<file path="src/rtl/core/prd_pkg.sv">
// Shared types and constants for the pixel readout record decoder.
// Used by prd_in_stage, prd_decode and pixel_readout_record_decoder.
package prd_pkg;

  localparam int WordW  = 24;
  localparam int TdataW = 120;

  // id byte codes, bits 23:16 of a readout word
  localparam logic [7:0] ID_HEADER  = 8'hE9;
  localparam logic [7:0] ID_ADDRESS = 8'hEA;
  localparam logic [7:0] ID_VALUE   = 8'hEC;
  localparam logic [7:0] ID_SERVICE = 8'hEF;
  localparam logic [7:0] ID_TRIGGER = 8'hF8;

  localparam logic [8:0] MAX_ROW = 9'd336;
  localparam logic [6:0] MAX_COL = 7'd80;

  localparam logic [2:0] KIND_HEADER  = 3'd0;
  localparam logic [2:0] KIND_ADDRESS = 3'd1;
  localparam logic [2:0] KIND_VALUE   = 3'd2;
  localparam logic [2:0] KIND_SERVICE = 3'd3;
  localparam logic [2:0] KIND_TRIGGER = 3'd4;
  localparam logic [2:0] KIND_HIT     = 3'd5;
  localparam logic [2:0] KIND_ERROR   = 3'd6;

  typedef struct packed {
    logic [2:0]       record_kind;
    logic             flag_bit;
    logic [6:0]       id_or_code;
    logic [9:0]       bunch_or_count;
    logic [15:0]      register_word;
    logic [6:0]       pixel_column;
    logic [8:0]       pixel_row;
    logic [3:0]       tot_first;
    logic [3:0]       tot_second;
    logic [2:0]       trg_mode;
    logic [31:0]      trg_number;
    logic [WordW-1:0] raw_word;
  } rec_t;

endpackage

</file>
<file path="src/rtl/core/pixel_readout_record_decoder.sv">
// Path: a word passes through the input register (prd_in_stage) and then the output register,
// which is loaded only when it is free or its result is taken in the same cycle.
// Throughput: one word per cycle while out_tready is high; with a result waiting, only one
// more word is taken into the input register. A trigger record takes two words.
// Reset (synchronous, rst_n low): clears valids and trigger state, mode = 1.
// Depends on prd_pkg, prd_in_stage and prd_decode.
module pixel_readout_record_decoder
  import prd_pkg::*;
(
  input  logic              clk,
  input  logic              rst_n,
  input  logic              cfg_wr_en,
  input  logic              cfg_wr_data,   // fe_i4b_mode
  input  logic              in_tvalid,
  output logic              in_tready,
  input  logic [23:0]       in_tdata,      // [23:0] readout word
  output logic              out_tvalid,
  input  logic              out_tready,
  // [0] flag_bit, [7:1] id_or_code, [17:8] bunch_or_count, [33:18] register_word,
  // [40:34] pixel_column, [49:41] pixel_row, [53:50] tot_first, [57:54] tot_second,
  // [60:58] trg_mode, [92:61] trg_number, [116:93] raw_word, [119:117] zero
  output logic [TdataW-1:0] out_tdata,
  output logic [2:0]        out_tuser      // [2:0] record_kind
);

  logic             mode_r;
  logic             s1_valid;
  logic [WordW-1:0] s1_word;
  logic             adv;
  logic             emit;
  rec_t             rec;
  rec_t             out_r;
  logic             out_valid_r, out_valid_nxt;

  assign adv = s1_valid && (!out_valid_r || out_tready);

  always_ff @(posedge clk) begin
    if (!rst_n) begin
      mode_r <= 1'b1;
    end else if (cfg_wr_en) begin
      mode_r <= cfg_wr_data;
    end
  end

  prd_in_stage u_in (
    .clk      (clk),
    .rst_n    (rst_n),
    .in_tvalid(in_tvalid),
    .in_tready(in_tready),
    .in_word  (in_tdata),
    .adv      (adv),
    .s1_valid (s1_valid),
    .s1_word  (s1_word)
  );

  prd_decode u_dec (
    .clk    (clk),
    .rst_n  (rst_n),
    .fire   (adv),
    .word   (s1_word),
    .fe_mode(mode_r),
    .emit   (emit),
    .rec    (rec)
  );

  always_comb begin
    out_valid_nxt = out_valid_r;
    if (adv) begin
      out_valid_nxt = emit;
    end else if (out_tready) begin
      out_valid_nxt = 1'b0;
    end
  end

  always_ff @(posedge clk) begin
    if (!rst_n) begin
      out_valid_r <= 1'b0;
    end else begin
      out_valid_r <= out_valid_nxt;
    end
  end

  always_ff @(posedge clk) begin
    if (adv && emit) begin
      out_r <= rec;
    end
  end

  assign out_tvalid = out_valid_r;
  assign out_tuser  = out_r.record_kind;
  assign out_tdata  = {3'b000, out_r.raw_word, out_r.trg_number, out_r.trg_mode,
                       out_r.tot_second, out_r.tot_first, out_r.pixel_row,
                       out_r.pixel_column, out_r.register_word, out_r.bunch_or_count,
                       out_r.id_or_code, out_r.flag_bit};

  property p_no_overwrite;
    @(posedge clk) disable iff (!rst_n)
      out_valid_r && !out_tready |=> out_valid_r && $stable(out_r);
  endproperty
  a_no_overwrite: assert property (p_no_overwrite)
    else $error("pending result overwritten");

  property p_result_from_stage;
    @(posedge clk) disable iff (!rst_n)
      $rose(out_valid_r) |-> $past(adv) && $past(emit);
  endproperty
  a_result_from_stage: assert property (p_result_from_stage)
    else $error("result appeared without a decoded word");

  property p_accept_while_waiting;
    @(posedge clk) disable iff (!rst_n)
      !s1_valid |-> in_tready;
  endproperty
  a_accept_while_waiting: assert property (p_accept_while_waiting)
    else $error("input blocked with empty stage");

endmodule

</file>
<file path="src/rtl/core/prd_in_stage.sv">
// Input register stage: captures one readout word per transfer.
// Depends on prd_pkg for the word width.
module prd_in_stage
  import prd_pkg::*;
(
  input  logic             clk,
  input  logic             rst_n,
  input  logic             in_tvalid,
  output logic             in_tready,
  input  logic [WordW-1:0] in_word,
  input  logic             adv,
  output logic             s1_valid,
  output logic [WordW-1:0] s1_word
);

  logic             valid_r, valid_nxt;
  logic [WordW-1:0] word_r;
  logic             take;

  assign in_tready = !valid_r || adv;
  assign take      = in_tvalid && in_tready;

  always_comb begin
    valid_nxt = valid_r;
    if (take) begin
      valid_nxt = 1'b1;
    end else if (adv) begin
      valid_nxt = 1'b0;
    end
  end

  always_ff @(posedge clk) begin
    if (!rst_n) begin
      valid_r <= 1'b0;
    end else begin
      valid_r <= valid_nxt;
    end
  end

  always_ff @(posedge clk) begin
    if (take) begin
      word_r <= in_word;
    end
  end

  assign s1_valid = valid_r;
  assign s1_word  = word_r;

  property p_hold_when_blocked;
    @(posedge clk) disable iff (!rst_n)
      valid_r && !adv |=> valid_r && $stable(word_r);
  endproperty
  a_hold_when_blocked: assert property (p_hold_when_blocked)
    else $error("stage-1 word lost while blocked");

endmodule

</file>
<file path="src/rtl/core/prd_decode.sv">
// Record decoder: classifies a word, extracts fields, and holds the first
// word of a trigger record. Depends on prd_pkg for codes and rec_t.
module prd_decode
  import prd_pkg::*;
(
  input  logic             clk,
  input  logic             rst_n,
  input  logic             fire,
  input  logic [WordW-1:0] word,
  input  logic             fe_mode,
  output logic             emit,
  output rec_t             rec
);

  logic             pending_r, pending_nxt;
  logic [7:0]       high_r;
  logic [2:0]       mode_r;
  logic [4:0]       err_r;
  logic [WordW-1:0] first_r;
  logic [7:0]       id;
  logic [6:0]       col;
  logic [8:0]       row;
  logic             bad_addr;
  logic             hold_first;

  assign id  = word[23:16];
  assign col = word[23:17];
  assign row = word[16:8];
  assign bad_addr = (row > MAX_ROW) || (row == 9'd0) || (col > MAX_COL) || (col == 7'd0);

  assign hold_first = !pending_r && (id == ID_TRIGGER);
  assign emit       = !hold_first;

  always_comb begin
    rec = '0;
    rec.raw_word = word;
    if (pending_r) begin
      rec.record_kind = KIND_TRIGGER;
      rec.id_or_code  = {2'b00, err_r};
      rec.trg_mode    = mode_r;
      rec.trg_number  = {high_r, word};
      rec.raw_word    = first_r;
    end else begin
      unique case (id)
        ID_HEADER: begin
          rec.record_kind = KIND_HEADER;
          rec.flag_bit    = word[15];
          if (fe_mode) begin
            rec.id_or_code     = {2'b00, word[14:10]};
            rec.bunch_or_count = word[9:0];
          end else begin
            rec.id_or_code     = word[14:8];
            rec.bunch_or_count = {2'b00, word[7:0]};
          end
        end
        ID_ADDRESS: begin
          rec.record_kind   = KIND_ADDRESS;
          rec.flag_bit      = word[15];
          rec.register_word = {1'b0, word[14:0]};
        end
        ID_VALUE: begin
          rec.record_kind   = KIND_VALUE;
          rec.register_word = word[15:0];
        end
        ID_SERVICE: begin
          rec.record_kind    = KIND_SERVICE;
          rec.id_or_code     = {1'b0, word[15:10]};
          rec.bunch_or_count = word[9:0];
        end
        ID_TRIGGER: begin
          rec = '0;
        end
        default: begin
          if (bad_addr) begin
            rec.record_kind = KIND_ERROR;
          end else begin
            rec.record_kind  = KIND_HIT;
            rec.pixel_column = col;
            rec.pixel_row    = row;
            rec.tot_first    = word[7:4];
            rec.tot_second   = word[3:0];
          end
        end
      endcase
    end
  end

  always_comb begin
    pending_nxt = pending_r;
    if (fire) begin
      pending_nxt = hold_first;
    end
  end

  always_ff @(posedge clk) begin
    if (!rst_n) begin
      pending_r <= 1'b0;
      high_r    <= '0;
      mode_r    <= '0;
      err_r     <= '0;
      first_r   <= '0;
    end else begin
      pending_r <= pending_nxt;
      // capture the first trigger word; the next word completes the record
      if (fire && hold_first) begin
        high_r  <= word[7:0];
        mode_r  <= word[15:13];
        err_r   <= word[12:8];
        first_r <= word;
      end
    end
  end

  property p_trigger_arms;
    @(posedge clk) disable iff (!rst_n)
      fire && !pending_r && (id == ID_TRIGGER) |=> pending_r && (first_r == $past(word));
  endproperty
  a_trigger_arms: assert property (p_trigger_arms)
    else $error("trigger word did not arm pending state");

  property p_trigger_completes;
    @(posedge clk) disable iff (!rst_n)
      fire && pending_r |-> emit && (rec.record_kind == KIND_TRIGGER) ##1 !pending_r;
  endproperty
  a_trigger_completes: assert property (p_trigger_completes)
    else $error("second trigger word did not complete record");

  property p_idle_keeps_state;
    @(posedge clk) disable iff (!rst_n)
      !fire |=> $stable(pending_r) && $stable(first_r);
  endproperty
  a_idle_keeps_state: assert property (p_idle_keeps_state)
    else $error("trigger state changed without a word");

endmodule

</file>
<file path="config.mk">
export PLATFORM = sky130hd
export DESIGN_NAME = pixel_readout_record_decoder
export DESIGN_NICKNAME = d
export VERILOG_FILES = /design/src/rtl/core/prd_pkg.sv /design/src/rtl/core/pixel_readout_record_decoder.sv /design/src/rtl/core/prd_in_stage.sv /design/src/rtl/core/prd_decode.sv
export SDC_FILE = /design/constraint.sdc
export NUM_CORES = 1
export LEC_CHECK = 0
export BUFFER_PORTS_ARGS = -buffer_cell sky130_fd_sc_hd__buf_2
export CORE_UTILIZATION = 35
export CTS_CLUSTER_SIZE = 20
export DETAILED_ROUTE_END_ITERATION = 8
export SETUP_SLACK_MARGIN = 0.4
export SLEW_MARGIN = 20
export SYNTH_ARGS = -nofsm -noshare
export SYNTH_HDL_FRONTEND = slang
export SYNTH_SLANG_ARGS = --single-unit
</file>
<file path="constraint.sdc">
create_clock -name clk -period 19.4 [get_ports clk]
set_input_delay 3.88 -clock clk [delete_from_list [all_inputs] [get_ports clk]]
set_output_delay 3.88 -clock clk [all_outputs]
set_load 0.03 [all_outputs]
</file>
==> results.md <==
* Outcome: finished, violations left
* Failing checks: DRC
* Synth area leader: edfxtp_1
* CTS H-tree depth at 4
* Relative slew slack at 33.6%
* Via count at 4295
* Layout cell share with drive strength beyond 1 at between 30% and 40%
* Vias per cell at 4.95
* Fin util at 44.5%
* Worst-Skew Late Latency at ~430 ps
* CP Launch Type: input pin
* Post-DRT Antenna Nets at 0
* Clk slew on worst S/H paths at 60 ps
* Net switching power at approximately 200 uW
* Clock Power Share at 39.2%
* Global-route wire length before repair at about 24000 um
* Post-synthesis compound-gate area fraction at 7.27%
* R2r worst-path depth at 3
* Dpl hpwl at ~10000 um
* Max incr delay on CP at 180 ps
* XOR/XNOR Fraction of Synth Area at less than 1%
* Synthesized area per cell at between 10 and 15 um^2
* GR Overflow Total at 0
* DR iter-0 viols at 359
* Simple-gate area share of the yosys netlist at 14.5%
* Switch share at 24.8%
* I/O Buffers at 151
* Total CTS buffers at 17
* Worst setup startpoint: out_tready
* GP Congestion at 0.759
* Vias in the first global route at approximately 4300
* # Post-CTS Setup Buffers at 0
* Hold-fix buffers, CTS at 0
* Overall routed net length at 15400 um
* Initial antenna violation count at 0
* Post-CTS resize count at 0
* Routed WL per cell at 17.8 um
* Core area at 18100 um^2
* Post-Synthesis Cells at ~480
* CP arrival at between 4000 and 5000 ps
* RR Endpoint: out_tdata[1]
* # rows at 49
* Root Driver: clkbuf_16
* Fmax at 121 MHz
* Post-synth top flop: edfxtp_1
* Yosys reg bits at 172
* Ys Warns at 0
* RSZ-0062 raised after global routing: no
* Post-synth EDFFs at 144
* Largest net degree at the start of global routing at around 90
* R2r setup slk at 15890 ps
* Synth top area cells: edfxtp_1 (66%), dfxtp_1 (8.6%), and2_1 (3.5%)
* First-pass iteration count of the detailed router at 7
* Top delay family on crit path: buffers and inverters
* Synth unique cells at 45
* Part of the cycle the worst path needs at around 43%
* Antenna diodes at 0
* Crit Path Max Fanout at 2
* Hold/Removal Path Class: register to register
* Reg-to-Reg Start: u_dec.pending_r
* Least-Margin Pin Slew at 994 ps
* Crit path kind: input pin to output pin
* All-Layer GR Usage at approximately 17%
* Most common cell in the synthesized netlist: edfxtp_1
* Worst Path Required at ~16000 ps
* Skew final at approximately 6.4 ps
* Max cap viols at 0
* Max VDD drop at between 0.06 and 0.07 mV
* Area grow syn2layout at 23.4%
* Initial Utilization at 36.0%
* Synthesized-area fraction occupied by adder cells at 0%
* Mapped Area at 6540 um^2
* Synth top area share at 66.1%
* CP Cell Sequence: buf_2 > nor2b_1 > nand2_1 > buf_2
* Seq/Total Area, Yosys at 74.7%
* IO Pins at around 160
* Slew Limit Fails at 0
* Clock Tree Buf Depth at 2
* DIE AREA at between 15000 and 20000 um^2
* Worst path slowest cell: buf_2
* Chip width at ~140 um
* CTS tree: done
* Post-synth top cells: edfxtp_1 (144), nor2_1 (50), nand2_1 (45)
* PwrDens at just over 100 nW/um^2
* Power Internal at approximately 600 uW
* Hold path cells at 1
* Sink Count at 172
* Critical Path Most Common Cell: buf_2
* Final setup fails at 0
* Ys async rst share at 0%
* Static leakage at 0.00300 uW
* Remaining DRCs at 12
* Post-synthesis mux area share at less than 1%
* Worst path bufs/invs at 2
* Nets at 655
* Combinational power share at 8.3%
* Setup_tns at 0 ps
* Hold Crit Start: u_dec.first_r[20]
* Final Hold Vio Count at 0
* Final min period at 8260 ps
* Die height at 139 um
* Flop pwr share at a little over half
* Hold path endpoint: u_dec.first_r[20]
* Largest family of logic cells by synthesized area: simple AND/OR/NAND/NOR gates
* Crit. End Element: output pin
[logic make-up after synthesis]
logic type                count (synthesis)
AOI/OAI and AO/OA                        80
xor gates and xnor gates                  4
buffers and inverters                    32
DFF                                     172
muxes                                     3
other                                     1
and+or+nand+nor                         185
[metal layers]
layer / GRT usage, % / routed length [um]
met1: 21.5 / 6780
met2: 27.4 / 7490
met3: 4.66 / 902
met4: 6.14 / 242
met5: 0 / 0
[state kept, by name (all words and copies together) (netlist names)]
signal,cells
out_tuser,3
out_tdata,117
out_tvalid,1
u_dec.pending_r,1
mode_r,1
u_in.s1_valid,1
u_dec.first_r,24
u_in.s1_word,24
[metrics by stage]
step                power, uW  std cells  instance area [um^2]  hold slack, ps  worst slack (ps)
global route              843        867                  8070             477             11080
detailed placement        503        835                  7510             453             11140
CTS                       820        867                  8070             469             11140
floorplan                 481        479                  6550             441              8860
finish                    813        867                  8070             468             11140
global placement          501        834                  7490             449             11150
[worst register-to-register path, delay by kind of cell, from the launching register on]
family	cells	cell delay [ps]
buffers and inverters	2	1390
AOI/OAI and AO/OA	1	960
DFF	1	720
[cells in the final DEF, fill, tap and decap left out, drive strengths merged, types with 2 or more instances in the layout]
| cell type | netlist | layout |
|---|---|---|
| and2 | 37 | 37 |
| clkbuf | 16 | 18 |
| nor3 | 5 | 5 |
| a22oi | 5 | 5 |
| nor4 | 2 | 2 |
| or4 | 2 | 2 |
| xnor2 | 3 | 3 |
| nand2 | 45 | 45 |
| nand3 | 22 | 22 |
| and3 | 6 | 6 |
| inv | 2 | 4 |
| o21bai | 11 | 11 |
| dfxtp | 28 | 28 |
| edfxtp | 144 | 144 |
| conb | 1 | 3 |
| clkinvlp | 0 | 4 |
| clkinv | 1 | 8 |
| nor3b | 7 | 7 |
| o21a | 5 | 5 |
| buf | 13 | 156 |
| nor2 | 51 | 51 |
| mux2i | 2 | 2 |
| a21oi | 22 | 22 |
| o21ai | 32 | 32 |
| nand2b | 2 | 2 |
[area by class of cell]
type / instances / area (um^2)
Multi-Input combinational cell: 275 / 1520
Fill cell: 1706 / 10100
Sequential cell: 172 / 4890
Timing Repair Buffer: 156 / 810
Clock inverter: 14 / 123
Clock buffer: 18 / 429
Inverter: 3 / 11.3
Tap cell: 229 / 287
[power groups by stage]
stage | clock network, uW | registers [uW] | logic [uW]
after floorplan | 0 | 460 | 21.0
after global placement | 0 | 434 | 67.0
after detailed placement | 0 | 435 | 68.0
after CTS | 325 | 427 | 68.1
after global routing | 342 | 429 | 71.9
final | 319 | 427 | 67.3
[worst max path at each step]
stage                   end  slack (ps)  depth (start not counted)
5_1_grt           in_tready       11080                          4
6_report          in_tready       11140                          4
3_5_place_dp      in_tready       11140                          4
2_1_floorplan  out_tdata[0]        8860                          3
4_1_cts           in_tready       11140                          4
3_3_place_gp      in_tready       11150                          4
Note: power is estimated with default switching activity, not from simulation.
